$ cat src/rtl/core/rpht_pkg.sv
// Shared types and constants for the recent peer history table.
// No dependencies; rpht_if and the top level refer to this package, rpht_ram does not.
package rpht_pkg;

    localparam int ENTRIES  = 16;
    localparam int IDX_W    = $clog2(ENTRIES);
    localparam int CNT_W    = $clog2(ENTRIES + 1);
    localparam int CMP_W    = (CNT_W > 4) ? CNT_W : 4;
    localparam int KEY_W    = 64;
    localparam int AGE_W    = 32;
    localparam int FRIEND_W = 3;
    localparam int FLAGS_W  = 8;
    localparam int POS_W    = 4;
    localparam int SLOT_W   = 4;
    localparam int ACTIVE_W = 5;
    localparam int CFG_W    = 8;

    localparam logic CFG_ONLINE_MODE = 1'b0;
    localparam logic CFG_MUTE_MASK   = 1'b1;

    typedef enum logic [2:0] {
        OP_INSERT     = 3'd0,
        OP_INVALIDATE = 3'd1,
        OP_SELECT     = 3'd2,
        OP_TOGGLE     = 3'd3,
        OP_CLEAR      = 3'd4
    } t_opcode;

    typedef enum logic [2:0] {
        ST_IDLE,
        ST_SCAN,
        ST_LAST,
        ST_WRITE,
        ST_FINISH
    } t_state;

    typedef struct packed {
        logic [KEY_W-1:0]    key;
        logic [AGE_W-1:0]    age;
        logic [FRIEND_W-1:0] friend_code;
        logic [FLAGS_W-1:0]  flags;
    } t_entry;

    typedef struct packed {
        logic                found;
        logic [SLOT_W-1:0]   slot;
        logic [KEY_W-1:0]    slot_key;
        logic [FRIEND_W-1:0] slot_friend;
        logic [FLAGS_W-1:0]  slot_flags;
        logic [ACTIVE_W-1:0] active_count;
    } t_result;

endpackage

$ cat src/rtl/core/rpht_if.sv
// Request and response channel interfaces of the peer history table.
// Depends on rpht_pkg for field widths.
interface rpht_req_if;
    logic                          valid;
    logic                          ready;
    logic [2:0]                    opcode;
    logic [rpht_pkg::KEY_W-1:0]    peer_key;
    logic [rpht_pkg::POS_W-1:0]    position;
    logic                          has_info;
    logic [rpht_pkg::FRIEND_W-1:0] friend_code;
    logic [rpht_pkg::FLAGS_W-1:0]  peer_flags;

    modport source (output valid, opcode, peer_key, position, has_info, friend_code,
                    peer_flags, input ready);
    modport sink   (input valid, opcode, peer_key, position, has_info, friend_code,
                    peer_flags, output ready);
endinterface

interface rpht_rsp_if;
    logic                          valid;
    logic                          ready;
    logic                          found;
    logic [rpht_pkg::SLOT_W-1:0]   slot;
    logic [rpht_pkg::KEY_W-1:0]    slot_key;
    logic [rpht_pkg::FRIEND_W-1:0] slot_friend;
    logic [rpht_pkg::FLAGS_W-1:0]  slot_flags;
    logic [rpht_pkg::ACTIVE_W-1:0] active_count;

    modport source (output valid, found, slot, slot_key, slot_friend, slot_flags,
                    active_count, input ready);
    modport sink   (input valid, found, slot, slot_key, slot_friend, slot_flags,
                    active_count, output ready);
endinterface

$ cat src/rtl/core/rpht_ram.sv
// Simple dual-port synchronous RAM: one write port, one read port,
// registered read data. No dependencies.
module rpht_ram #(
    parameter int DEPTH = 16,
    parameter int WIDTH = 8,
    parameter int AW    = $clog2(DEPTH)
) (
    input  logic             i_clk,
    input  logic             i_we,
    input  logic [AW-1:0]    i_waddr,
    input  logic [WIDTH-1:0] i_wdata,
    input  logic [AW-1:0]    i_raddr,
    output logic [WIDTH-1:0] o_rdata
);

    logic [WIDTH-1:0] r_mem [DEPTH];

    always_ff @(posedge i_clk) begin
        if (i_we) begin
            r_mem[i_waddr] <= i_wdata;
        end
    end

    always_ff @(posedge i_clk) begin
        o_rdata <= r_mem[i_raddr];
    end

endmodule

$ cat src/rtl/core/recent_peer_history_table.sv
// Top level of the recent peer history table: sequencer, scan logic, flags.
// Depends on rpht_pkg, rpht_req_if / rpht_rsp_if and rpht_ram.
//
//  channel   dir  handshake     beat contents
//  i_req     in   valid/ready   opcode, peer_key, position, has_info, friend_code, peer_flags
//  o_rsp     out  valid/ready   found, slot, slot_key, slot_friend, slot_flags, active_count
//  i_cfg_*   in   write enable  register index, data (online_mode, mute_mask)
//
// Each table operation sweeps the entry RAM through its single read port, one entry
// a cycle: insert, invalidate, select and toggle pass through scan, last, write and
// finish; clear and unused opcodes go straight from idle to write and finish.
// Synchronous active-low reset clears valid and written bits, the stamp and the
// counters at once; the RAM itself is never swept (unwritten entries read as zero).
// A stalled response holds in the output register; the next request is taken
// meanwhile and waits in its last state until the register frees.
module recent_peer_history_table (
    input  logic                      i_clk,
    input  logic                      i_rst_n,
    rpht_req_if.sink                  i_req,
    rpht_rsp_if.source                o_rsp,
    input  logic                      i_cfg_we,
    input  logic                      i_cfg_idx,
    input  logic [rpht_pkg::CFG_W-1:0] i_cfg_data
);

    localparam int E  = rpht_pkg::ENTRIES;
    localparam int IW = rpht_pkg::IDX_W;
    localparam int CW = rpht_pkg::CNT_W;
    localparam int MW = rpht_pkg::CMP_W;

    rpht_pkg::t_state  r_state, n_state;

    // configuration
    logic                            r_online;
    logic [rpht_pkg::FLAGS_W-1:0]    r_mask;

    // table flags and counters
    logic [E-1:0]                    r_valid;
    logic [E-1:0]                    r_written;
    logic [CW-1:0]                   r_active;
    logic [rpht_pkg::AGE_W-1:0]      r_stamp;

    // latched request
    rpht_pkg::t_opcode               r_op;
    logic [rpht_pkg::KEY_W-1:0]      r_key;
    logic [rpht_pkg::POS_W-1:0]      r_pos;
    logic                            r_has_info;
    logic [rpht_pkg::FRIEND_W-1:0]   r_fc;
    logic [rpht_pkg::FLAGS_W-1:0]    r_fl;

    // sweep
    logic [IW-1:0]                   r_rd_idx;
    logic [IW-1:0]                   r_chk_idx;
    logic                            r_chk_live;
    logic [CW-1:0]                   r_rank;

    // scan results
    logic                            r_hit;
    logic [IW-1:0]                   r_hit_idx;
    rpht_pkg::t_entry                r_hit_ent;
    logic                            r_free;
    logic [IW-1:0]                   r_free_idx;
    rpht_pkg::t_entry                r_free_ent;
    logic [IW-1:0]                   r_old_idx;
    rpht_pkg::t_entry                r_old_ent;

    // staged result and output register
    rpht_pkg::t_result               r_res, n_res;
    rpht_pkg::t_result               r_rsp;
    logic                            r_rsp_valid;

    // RAM ports
    logic                            ram_we;
    logic [IW-1:0]                   ram_waddr;
    rpht_pkg::t_entry                ram_wdata;
    rpht_pkg::t_entry                ram_rdata;
    rpht_pkg::t_entry                chk_ent;
    logic                            chk_valid;
    logic                            chk_key_eq;

    // write-back decode
    logic                            w_ins;
    logic                            w_tog;
    logic [IW-1:0]                   w_victim;
    rpht_pkg::t_entry                w_vsrc;
    logic [rpht_pkg::FRIEND_W-1:0]   w_fr;
    logic [rpht_pkg::FLAGS_W-1:0]    w_flg;
    logic [rpht_pkg::FLAGS_W-1:0]    w_tfl;
    logic [CW-1:0]                   w_active;

    logic                            req_fire;
    logic                            rsp_load;

    rpht_ram #(
        .DEPTH (E),
        .WIDTH ($bits(rpht_pkg::t_entry))
    ) u_ram (
        .i_clk   (i_clk),
        .i_we    (ram_we),
        .i_waddr (ram_waddr),
        .i_wdata (ram_wdata),
        .i_raddr (r_rd_idx),
        .o_rdata (ram_rdata)
    );

    // an entry never written since reset or clear reads as all zero
    assign chk_ent    = r_written[r_chk_idx] ? ram_rdata : '0;
    assign chk_valid  = r_valid[r_chk_idx];
    assign chk_key_eq = (chk_ent.key == r_key);

    assign req_fire = i_req.valid && i_req.ready;

    // write-back decode
    always_comb begin
        w_ins    = (r_op == rpht_pkg::OP_INSERT) && !r_hit;
        w_tog    = (r_op == rpht_pkg::OP_TOGGLE) && r_hit;
        w_victim = r_free ? r_free_idx : r_old_idx;
        w_vsrc   = r_free ? r_free_ent : r_old_ent;
        w_fr     = r_has_info ? r_fc : w_vsrc.friend_code;
        w_flg    = r_has_info ? r_fl : w_vsrc.flags;
        if ((r_hit_ent.flags & r_mask) != '0) begin
            w_tfl = r_hit_ent.flags & ~r_mask;
        end else begin
            w_tfl = r_hit_ent.flags | r_mask;
        end
        w_active = (w_ins && r_free) ? r_active + CW'(1) : r_active;

        n_res = '0;
        n_res.active_count = rpht_pkg::ACTIVE_W'(w_active);
        if (w_ins) begin
            n_res.found       = 1'b1;
            n_res.slot        = rpht_pkg::SLOT_W'(w_victim);
            n_res.slot_key    = r_key;
            n_res.slot_friend = w_fr;
            n_res.slot_flags  = w_flg;
        end else if (r_hit && r_op != rpht_pkg::OP_INSERT) begin
            n_res.found       = 1'b1;
            n_res.slot        = rpht_pkg::SLOT_W'(r_hit_idx);
            n_res.slot_key    = r_hit_ent.key;
            n_res.slot_friend = r_hit_ent.friend_code;
            n_res.slot_flags  = w_tog ? w_tfl : r_hit_ent.flags;
        end
    end

    // next state
    always_comb begin
        n_state = r_state;
        case (r_state)
            rpht_pkg::ST_IDLE: begin
                if (req_fire) begin
                    if (i_req.opcode inside {rpht_pkg::OP_INSERT, rpht_pkg::OP_INVALIDATE,
                                             rpht_pkg::OP_SELECT, rpht_pkg::OP_TOGGLE}) begin
                        n_state = rpht_pkg::ST_SCAN;
                    end else begin
                        n_state = rpht_pkg::ST_WRITE;
                    end
                end
            end
            rpht_pkg::ST_SCAN: begin
                if (r_rd_idx == IW'(E - 1)) begin
                    n_state = rpht_pkg::ST_LAST;
                end
            end
            rpht_pkg::ST_LAST:   n_state = rpht_pkg::ST_WRITE;
            rpht_pkg::ST_WRITE:  n_state = rpht_pkg::ST_FINISH;
            rpht_pkg::ST_FINISH: begin
                if (rsp_load) begin
                    n_state = rpht_pkg::ST_IDLE;
                end
            end
            default: n_state = rpht_pkg::ST_IDLE;
        endcase
    end

    // state outputs
    always_comb begin
        i_req.ready = (r_state == rpht_pkg::ST_IDLE);
        rsp_load    = (r_state == rpht_pkg::ST_FINISH) && (!r_rsp_valid || o_rsp.ready);
        ram_we      = (r_state == rpht_pkg::ST_WRITE) && (w_ins || w_tog);
        ram_waddr   = w_ins ? w_victim : r_hit_idx;
        ram_wdata   = r_hit_ent;
        if (w_ins) begin
            ram_wdata.key         = r_key;
            ram_wdata.age         = r_stamp;
            ram_wdata.friend_code = w_fr;
            ram_wdata.flags       = w_flg;
        end else begin
            ram_wdata.flags       = w_tfl;
        end
    end

    assign o_rsp.valid        = r_rsp_valid;
    assign o_rsp.found        = r_rsp.found;
    assign o_rsp.slot         = r_rsp.slot;
    assign o_rsp.slot_key     = r_rsp.slot_key;
    assign o_rsp.slot_friend  = r_rsp.slot_friend;
    assign o_rsp.slot_flags   = r_rsp.slot_flags;
    assign o_rsp.active_count = r_rsp.active_count;

    always_ff @(posedge i_clk) begin
        if (!i_rst_n) begin
            r_state     <= rpht_pkg::ST_IDLE;
            r_online    <= 1'b0;
            r_mask      <= rpht_pkg::FLAGS_W'(1);
            r_valid     <= '0;
            r_written   <= '0;
            r_active    <= '0;
            r_stamp     <= '0;
            r_chk_live  <= 1'b0;
            r_rsp_valid <= 1'b0;
        end else begin
            r_state <= n_state;

            if (i_cfg_we) begin
                case (i_cfg_idx)
                    rpht_pkg::CFG_ONLINE_MODE: r_online <= i_cfg_data[0];
                    rpht_pkg::CFG_MUTE_MASK:   r_mask   <= i_cfg_data;
                    default: ;
                endcase
            end

            // accept: latch the request, arm the sweep, clear the table on OP_CLEAR
            if (req_fire) begin
                r_op       <= rpht_pkg::t_opcode'(i_req.opcode);
                r_key      <= i_req.peer_key;
                r_pos      <= i_req.position;
                r_has_info <= i_req.has_info;
                r_fc       <= i_req.friend_code;
                r_fl       <= i_req.peer_flags;
                r_rd_idx   <= '0;
                r_rank     <= '0;
                r_hit      <= 1'b0;
                r_free     <= 1'b0;
                if (i_req.opcode == rpht_pkg::OP_CLEAR) begin
                    r_valid   <= '0;
                    r_written <= '0;
                    r_active  <= '0;
                    r_stamp   <= '0;
                end
            end

            // advance the read address; data for it arrives next cycle
            r_chk_live <= (r_state == rpht_pkg::ST_SCAN);
            r_chk_idx  <= r_rd_idx;
            if (r_state == rpht_pkg::ST_SCAN && r_rd_idx != IW'(E - 1)) begin
                r_rd_idx <= r_rd_idx + IW'(1);
            end

            if (r_chk_live) begin
                case (r_op)
                    rpht_pkg::OP_INSERT: begin
                        if (chk_valid && chk_key_eq) begin
                            r_hit <= 1'b1;
                        end
                        if (!chk_valid && !r_free) begin
                            r_free     <= 1'b1;
                            r_free_idx <= r_chk_idx;
                            r_free_ent <= chk_ent;
                        end
                        // oldest starts at slot 0, strict compare keeps the lowest on ties
                        if (r_chk_idx == '0 || (chk_valid && chk_ent.age < r_old_ent.age)) begin
                            r_old_idx <= r_chk_idx;
                            r_old_ent <= chk_ent;
                        end
                    end
                    rpht_pkg::OP_INVALIDATE: begin
                        if (r_online && chk_valid && chk_key_eq) begin
                            r_valid[r_chk_idx] <= 1'b0;
                            r_active           <= r_active - CW'(1);
                            if (!r_hit) begin
                                r_hit     <= 1'b1;
                                r_hit_idx <= r_chk_idx;
                                r_hit_ent <= chk_ent;
                            end
                        end
                    end
                    rpht_pkg::OP_SELECT: begin
                        if (chk_valid) begin
                            r_rank <= r_rank + CW'(1);
                            if (!r_hit && MW'(r_rank) == MW'(r_pos)) begin
                                r_hit     <= 1'b1;
                                r_hit_idx <= r_chk_idx;
                                r_hit_ent <= chk_ent;
                            end
                        end
                    end
                    rpht_pkg::OP_TOGGLE: begin
                        if (chk_valid && chk_key_eq && MW'(r_chk_idx) == MW'(r_pos)) begin
                            r_hit     <= 1'b1;
                            r_hit_idx <= r_chk_idx;
                            r_hit_ent <= chk_ent;
                        end
                    end
                    default: ;
                endcase
            end

            // write back; the finish and idle states lie between this write and the next sweep, so no forwarding
            if (r_state == rpht_pkg::ST_WRITE) begin
                r_res <= n_res;
                if (w_ins) begin
                    r_valid[w_victim]   <= 1'b1;
                    r_written[w_victim] <= 1'b1;
                    r_active            <= w_active;
                    r_stamp             <= r_stamp + rpht_pkg::AGE_W'(1);
                end
            end

            if (rsp_load) begin
                r_rsp_valid <= 1'b1;
                r_rsp       <= r_res;
            end else if (o_rsp.ready) begin
                r_rsp_valid <= 1'b0;
            end
        end
    end

    a_count_matches_valid: assert property (@(posedge i_clk) disable iff (!i_rst_n)
        r_active == CW'($countones(r_valid)))
        else $error("active counter out of step with valid bits");

    a_we_only_insert_toggle: assert property (@(posedge i_clk) disable iff (!i_rst_n)
        ram_we |-> (r_op == rpht_pkg::OP_INSERT || r_op == rpht_pkg::OP_TOGGLE))
        else $error("RAM write on an operation that stores nothing");

    a_check_in_sweep: assert property (@(posedge i_clk) disable iff (!i_rst_n)
        r_chk_live |-> (r_state == rpht_pkg::ST_SCAN || r_state == rpht_pkg::ST_LAST))
        else $error("read data processed outside the sweep");

    a_not_found_zero: assert property (@(posedge i_clk) disable iff (!i_rst_n)
        (r_rsp_valid && !r_rsp.found) |-> (r_rsp.slot == '0 && r_rsp.slot_key == '0 &&
                                           r_rsp.slot_flags == '0))
        else $error("miss response carries slot contents");

    a_ram_idle_in_write: assert property (@(posedge i_clk) disable iff (!i_rst_n)
        ram_we |=> (r_state == rpht_pkg::ST_FINISH))
        else $error("RAM write not followed by finish");

endmodule
$ cat src/flat_wrapper.sv
// flat-port wrapper written by rule: the top's interface ports become plain ports
module recent_peer_history_table_flat 
  (i_clk, i_rst_n, i_cfg_we, i_cfg_idx, i_cfg_data, i_req_valid, i_req_opcode, i_req_peer_key, i_req_position, i_req_has_info, i_req_friend_code, i_req_peer_flags, i_req_ready, o_rsp_valid, o_rsp_found, o_rsp_slot, o_rsp_slot_key, o_rsp_slot_friend, o_rsp_slot_flags, o_rsp_active_count, o_rsp_ready);
  rpht_req_if i_req_i ();
  rpht_rsp_if o_rsp_i ();
  input  logic i_clk;
  input  logic i_rst_n;
  input  logic i_cfg_we;
  input  logic i_cfg_idx;
  input  logic [rpht_pkg::CFG_W-1:0] i_cfg_data;
  input wire logic [$bits(i_req_i.valid)-1:0] i_req_valid;
  input wire logic [$bits(i_req_i.opcode)-1:0] i_req_opcode;
  input wire logic [$bits(i_req_i.peer_key)-1:0] i_req_peer_key;
  input wire logic [$bits(i_req_i.position)-1:0] i_req_position;
  input wire logic [$bits(i_req_i.has_info)-1:0] i_req_has_info;
  input wire logic [$bits(i_req_i.friend_code)-1:0] i_req_friend_code;
  input wire logic [$bits(i_req_i.peer_flags)-1:0] i_req_peer_flags;
  output wire logic [$bits(i_req_i.ready)-1:0] i_req_ready;
  output wire logic [$bits(o_rsp_i.valid)-1:0] o_rsp_valid;
  output wire logic [$bits(o_rsp_i.found)-1:0] o_rsp_found;
  output wire logic [$bits(o_rsp_i.slot)-1:0] o_rsp_slot;
  output wire logic [$bits(o_rsp_i.slot_key)-1:0] o_rsp_slot_key;
  output wire logic [$bits(o_rsp_i.slot_friend)-1:0] o_rsp_slot_friend;
  output wire logic [$bits(o_rsp_i.slot_flags)-1:0] o_rsp_slot_flags;
  output wire logic [$bits(o_rsp_i.active_count)-1:0] o_rsp_active_count;
  input wire logic [$bits(o_rsp_i.ready)-1:0] o_rsp_ready;
  assign i_req_i.valid = i_req_valid;
  assign i_req_i.opcode = i_req_opcode;
  assign i_req_i.peer_key = i_req_peer_key;
  assign i_req_i.position = i_req_position;
  assign i_req_i.has_info = i_req_has_info;
  assign i_req_i.friend_code = i_req_friend_code;
  assign i_req_i.peer_flags = i_req_peer_flags;
  assign i_req_ready = i_req_i.ready;
  assign o_rsp_valid = o_rsp_i.valid;
  assign o_rsp_found = o_rsp_i.found;
  assign o_rsp_slot = o_rsp_i.slot;
  assign o_rsp_slot_key = o_rsp_i.slot_key;
  assign o_rsp_slot_friend = o_rsp_i.slot_friend;
  assign o_rsp_slot_flags = o_rsp_i.slot_flags;
  assign o_rsp_active_count = o_rsp_i.active_count;
  assign o_rsp_i.ready = o_rsp_ready;
  recent_peer_history_table u_core (.i_clk(i_clk), .i_rst_n(i_rst_n), .i_req(i_req_i), .o_rsp(o_rsp_i), .i_cfg_we(i_cfg_we), .i_cfg_idx(i_cfg_idx), .i_cfg_data(i_cfg_data));
endmodule
$ cat config.mk
export PLATFORM = sky130hd
export DESIGN_NAME = recent_peer_history_table_flat
export DESIGN_NICKNAME = d
export VERILOG_FILES = /design/src/rtl/core/rpht_pkg.sv /design/src/rtl/core/rpht_if.sv /design/src/rtl/core/rpht_ram.sv /design/src/rtl/core/recent_peer_history_table.sv /design/src/flat_wrapper.sv
export SDC_FILE = /design/constraint.sdc
export NUM_CORES = 2
export LEC_CHECK = 0
export BUFFER_PORTS_ARGS = -buffer_cell sky130_fd_sc_hd__buf_2
export CAP_MARGIN = 30
export CORE_UTILIZATION = 44
export CTS_CLUSTER_DIAMETER = 50
export DETAILED_ROUTE_END_ITERATION = 10
export PLACE_DENSITY = 0.68
export SYNTH_ARGS = -nofsm -noshare
export SYNTH_HDL_FRONTEND = slang
export SYNTH_HIERARCHICAL = 1
export SYNTH_SLANG_ARGS = --single-unit
export TNS_END_PERCENT = 100
$ cat constraint.sdc
create_clock -name i_clk -period 10.8 [get_ports i_clk]
set_input_delay 1.08 -clock i_clk [delete_from_list [all_inputs] [get_ports i_clk]]
set_output_delay 1.08 -clock i_clk [all_outputs]
set_load 0.005 [all_outputs]
# After elaboration in Yosys (flattened, before gate mapping)
# Memories as Yosys holds them, arrays and structs flattened. A register that Yosys moved wholly into a read port is not among the register bits.
# Index checks and enable logic that the tools add are counted.
[word_totals]
ff_bits = 524
latchBits = 0
mem_bits_rw = 1712
mem_bits_ro = 0
input_bits = 97
output_inout_bits = 87
word_cells = 218
mem_count = 1
[memory_table]
columns = ["memory", "words", "width", "read_ports", "rd_clocked_by_memory_dff", "write_ports", "line_no", "rtl"]
rows = [
  ["u_core.u_ram.r_mem", 16, 107, 1, 1, 1, "rpht_ram.sv:16", "logic [WIDTH-1:0] r_mem [DEPTH];"],
]
[classes]
add_sub_neg = 5
n_mul = 0
div_mod_pow = 0
n_lt_le_gt_ge = 5
eq_ne = 24
shifts = 0
muxes = 86
n_bitwise = 9
n_reduce_logical = 44
[ops]
columns = ["op", "n"]
rows = [
  ["two-way mux 107 bit", 6],
  ["case mux 107 bit (3 select lines)", 1],
  ["two-way mux 16 bit", 14],
  ["two-way mux 32 bit", 4],
  ["two-way mux 99 bit", 1],
  ["two-way mux 80 bit", 1],
  ["two-way mux 79 bit", 1],
  ["== test 64 bit", 1],
  ["two-way mux 5 bit", 12],
  ["two-way mux 4 bit", 9],
  ["adder 32 x 1 -> 32 bit, second input constant", 1],
  ["less-than comparator 32 bit", 1],
  ["two-way mux 8 bit", 4],
  ["OR 16 bit", 2],
  ["two-way mux 1 bit", 20],
  ["== test 3 x 2 -> 1 bit, second input constant", 6],
  ["logical AND 1 bit", 17],
  ["bitwise AND 16 bit", 1],
  ["bitwise AND 8 bit", 2],
  ["inverter 16 bit", 1],
  ["case mux 3 bit (5 select lines)", 1],
  ["two-way mux 3 bit", 4],
  ["case mux 4 bit (3 select lines)", 1],
  ["AND reduction 2 bit", 6],
  ["32 further kinds", 56],
]

# Longest topological paths before layout
[logic_depth]
depth_word = 13
depth_mapped = 20
depth_no_buf = 16

# By module
# The synthesis kept the hierarchy.
[by_module_without_submodules]
columns = ["module", "n_inst", "cells_each", "area_per_inst_um2"]
rows = [
  ["rpht_ram", 1, 2738, 66119.7],
  ["recent_peer_history_table", 1, 2029, 23428.7],
]

# Worst setup path after synthesis
# OpenSTA, ideal clock, no wires.
[synth_timing]
path_kind = "register -> register"
start = "register u_core.r_chk_idx[1]"
end = "register u_core/r_hit_ent[0] in the netlist's numbering (enable)"
arrival_ps = 10526
t_required_ps = 10021
path_slack_ps = -505
stages_incl_launch_ff = 13
n_path_buf = 3
period_less_slack_ps = 11305
cell_sequence = "edfxtp_1 > buf_6 > and2b_4 > a22oi_2 > and4b_4 > buf_6 > buf_8 > o2111ai_2 > a22oi_1 > nand2_1 > nor3_1 > nand4_1 > a311oi_1"
[synth_between]
elab_chain_len = 8
[synth_lines]
columns = ["element", "line_no", "rtl"]
rows = [
  ["start: declaration", "recent_peer_history_table.sv:53", "logic [IW-1:0] r_chk_idx;"],
  ["start signal: assignment", "recent_peer_history_table.sv:244", "r_chk_idx <= r_rd_idx;"],
  ["binary-select mux 1 bit (select 4 bit)", "recent_peer_history_table.sv:107", "assign chk_ent = r_written[r_chk_idx] ? ram_rdata : '0;"],
  ["two-way mux 1 bit (not written as such)", "recent_peer_history_table.sv:107", ""],
  ["two-way mux 107 bit", "recent_peer_history_table.sv:107", ""],
  ["== test 64 bit", "recent_peer_history_table.sv:109", "assign chk_key_eq = (chk_ent.key == r_key);"],
  ["logical AND 1 bit (2 in series)", "recent_peer_history_table.sv:288", "if (chk_valid && chk_key_eq && MW'(r_chk_idx) == MW'(r_pos)) begin"],
  ["inequality test 2 bit (no source line)", "--", ""],
  ["AND reduction 8 bit (no source line) *", "--", ""],
  ["end signal: assignment", "recent_peer_history_table.sv:273", "r_hit_ent <= chk_ent;"],
  ["end signal: assignment", "recent_peer_history_table.sv:283", "r_hit_ent <= chk_ent;"],
  ["end signal: assignment", "recent_peer_history_table.sv:291", "r_hit_ent <= chk_ent;"],
  ["end: declaration", "recent_peer_history_table.sv:60", "rpht_pkg::t_entry r_hit_ent;"],
]
# Every way passes the cells marked *; elsewhere a longest branch is shown, timed or not. The select of a mux whose other input is x is not followed.
# A chain may end at the register's enable or synchronous reset.

# Final worst setup path
[layout_timing]
start = "register u_core.r_chk_idx[0]"
end = "register u_core/r_hit_ent[80] in the netlist's numbering (enable)"
# Same word-level chain as after synthesis.

==> impl_metrics.json <==
{
  "cts_htree_levels": 4,
  "total_power_uw": 19400,
  "synth_common_cells": "edfxtp_1, nand2_1, mux4_2",
  "worst_pin_slew_ps": 1060,
  "synth_edf_count": 2153,
  "synth-seq-cells": 2343,
  "syn_to_final_growth_pct": 13.2,
  "cp_top_family": "simple AND/OR/NAND/NOR gates",
  "syn_nets": 4900,
  "clk_latency_ps": 870,
  "place_congestion": 0.921,
  "drv_cap": 0,
  "fp.dieH_um": 453,
  "clk_pin_slew_ps": 60,
  "vias": 46400,
  "start_util_pct": 44.3,
  "overflow": 0,
  "synth_flop_cell": "edfxtp_1",
  "clock_path_buffers": 3,
  "cts.sink_count": 2343,
  "syn_area_um2": 89500,
  "wl_um": 221000,
  "grt.met3_usage_pct": 3.16,
  "min_period_over_period_pct": 58.1,
  "arrival_ps": 6760,
  "p_per_area_nw_per_um2": 192,
  "busiest_layer": "met2",
  "antenna_found_initial": 6,
  "end_kind": "flop",
  "layout.nets": 5170,
  "critPathMostFrequentCell": "buf_4",
  "reg2reg_from": "u_core/r_chk_idx[0]",
  "crit_buf_inv": 2,
  "cts_hold_buffers": 0,
  "yosys-top-cells-area": "edfxtp_1, mux4_2, dfxtp_1",
  "clock.fmax_mhz": 159,
  "dp_hpwl_um": 130000,
  "maxSlewHeadroom_pct": 29.2,
  "fin_crit_ps": 6280,
  "crit_chain": "mux2i_1 > a22oi_2 > nand4b_1 > nand2_4 > buf_4 > a21boi_0 > a2111oi_0 > and4_1 > nand4_1 > a311oi_4 > buf_4",
  "outcome": "finished, final reports clean",
  "seq_area_um2": 68500,
  "crit_slowest_cell": "edfxtp_1",
  "path_depth": 11,
  "drt-pass1-iter-count": 6,
  "finalWorstSetupSlack_ps": 4520,
  "n_fill_cell": 15900,
  "synth_cells": 4767,
  "rows": 165,
  "grt_max_degree": 108,
  "hold_path_depth": 1,
  "crit_required_ps": 11280,
  "skew_ps": 71.4,
  "slowest_delay_ps": 870,
  "synth_warnings": 6,
  "cellLeakagePower_uw": 0.0335,
  "seq_area_frac_synth_pct": 76.4,
  "min_from": "i_req_peer_key[23]",
  "rsz0062_at_grt": "false",
  "core-area_um2": 202000,
  "chipWidth_um": 453,
  "finalSetupTns_ps": 0,
  "drtAntennaViolNets": 0,
  "numPortBuffers": 183,
  "drive_above_1_share_pct": 21.0,
  "cts_setup_buffers": 0,
  "multi_input_area_um2": 19800,
  "ys_types": 78,
  "wl_per_cell_um": 27.9,
  "tritoncts": "built",
  "worst_r2r_path_depth": 11,
  "cts_resized": 0,
  "min_path_type": "primary input to flop",
  "pin_count": 184,
  "cts_made_buffers": 219,
  "r2r_slack_ps": 4520,
  "cp-start-kind": "flop",
  "finalSetupViolCount": 0,
  "grt_pass1_vias": 46400,
  "via_per_inst": 5.86,
  "synth-async-reset-ratio_pct": 0,
  "first_iter_violations": 5566,
  "drc": 0,
  "die_area_um2": 205000,
  "crit_path_end": "u_core/r_hit_ent[80]",
  "yosysTopAreaCell": "edfxtp_1",
  "hold_violations": 0,
  "crit_type": "flop to flop",
  "met2_usage_pct": 34.7,
  "yosys.cell_count.top_type": "edfxtp_1",
  "post-place-ws_ps": 4530,
  "met1_usage_pct": 28.8,
  "syn_area_per_cell_um2": 18.8,
  "cts_root_buffer": "clkbuf_16",
  "vdd_drop_max_mv": 0.185,
  "drv_slew": 0,
  "cp-startpoint": "u_core/r_chk_idx[0]",
  "grt_pass1_wl_um": 319000,
  "cp_max_fo": 62,
  "grtUsageTotal_pct": 21.4,
  "netlist.area_leader.share_pct": 72.2,
  "timing.rr.end": "u_core/r_hit_ent[80]"
}
## how the worst min path moves through the flow
| stage | endpoint | slack [ps] |
|---|---|---|
| 6_report | u_core/r_key[23] | 380 |
| 3_5_place_dp | u_core/o_rsp.slot_key[48] | 400 |
| 2_1_floorplan | u_core/o_rsp.active_count[0] | 400 |
| 4_1_cts | u_core/r_key[38] | 320 |
| 3_3_place_gp | u_core/o_rsp.slot_key[11] | 400 |
| 5_1_grt | u_core/r_key[47] | 340 |
## logic make-up after synthesis
| logic type | after synthesis | synth area share [%] |
|---|---|---|
| muxes | 473 | 11.3 |
| AOI/OAI and AO/OA | 488 | 3.92 |
| buffers and inverters | 301 | 1.66 |
| and+or+nand+nor | 1071 | 5.60 |
| DFF | 2343 | 76.4 |
| xor gates and xnor gates | 55 | 0.538 |
| adders and majority gates | 36 | 0.503 |
## power breakdown
group / internal [µW] / switching [µW] / leakage (µW)
Combinational: 529 / 774 / 0.00887
Sequential: 10000 / 205 / 0.0210
Clock: 4530 / 3370 / 0.00364
## area by class of cell
cell class | count | share of cell area (%)
Sequential cell | 2343 | 67.5
Multi-Input combinational cell | 2123 | 19.5
Clock buffer | 287 | 5.85
Tap cell | 2672 | 3.30
Timing Repair Buffer | 286 | 1.97
Clock inverter | 130 | 1.58
Inverter | 64 | 0.237
Antenna cell | 7 | 0.0173
## per-stage QoR
step | hold slack, ps | std cells | cell area, µm² | utilization (%)
after floorplan | 400 | 4767 | 89600 | -
after global placement | 401 | 7472 | 93500 | 46.3
after detailed placement | 405 | 7484 | 93800 | 46.4
after CTS | 322 | 7901 | 101000 | 50.1
after global routing | 336 | 7908 | 101000 | 50.2
final | 384 | 7912 | 101000 | 50.2
## layout by cell type, fill, tap and decap left out, types with 10 or more instances in the layout
cell and count:
a31oi_1 18, clkinvlp_4 10, clkbuf_1 49, edfxtp_1 2153, and2_1 97, xnor2_1 28
bufinv_16 26, inv_1 64, clkinv_2 35, o21ai_1 14, clkbuf_16 220, a21o_1 12
buf_4 84, nor4bb_1 12, a32o_1 15, mux2i_1 40, buf_2 183, ha_1 36
and3_1 11, o21ai_0 60, nor2_1 85, nand3_1 115, dfxtp_1 190, buf_16 11
nor2b_1 33, xor2_1 27, clkbuf_8 18, nor2_4 16, nand2b_1 34, nor3_1 13
nand3b_1 13, nand4_1 28, a21boi_0 21, a22oi_1 241, nand2_1 569, mux4_2 430
clkinv_1 34, a21oi_1 32
## flip-flops by register name, indices dropped and copies added (netlist names), 5 cells and up
register,count
u_core/r_old_ent,43
u_core/r_stamp,32
u_core/r_hit_ent,107
u_core/r_key,64
u_core/r_active,5
u_core/r_rank,5
u_core/r_res,85
u_core/r_valid,16
u_core/o_rsp.active_count,5
u_core/r_free_ent,11
u_core/r_mask,8
u_core/u_ram/o_rdata,107
u_core/u_ram/r_mem,1712
u_core/o_rsp.slot_flags,8
u_core/o_rsp.slot_key,64
u_core/r_fl,8
u_core/r_written,16
## routing by layer
layer | vias to the layer above | part of all wire (%)
met3 | 369 | 7.0
met5 | - | 0.012
met2 | 1991 | 49
met4 | 4 | 4.5
met1 | 24400 | 40
li1 | 19600 | -
Note: power is estimated with default switching activity, not from simulation.
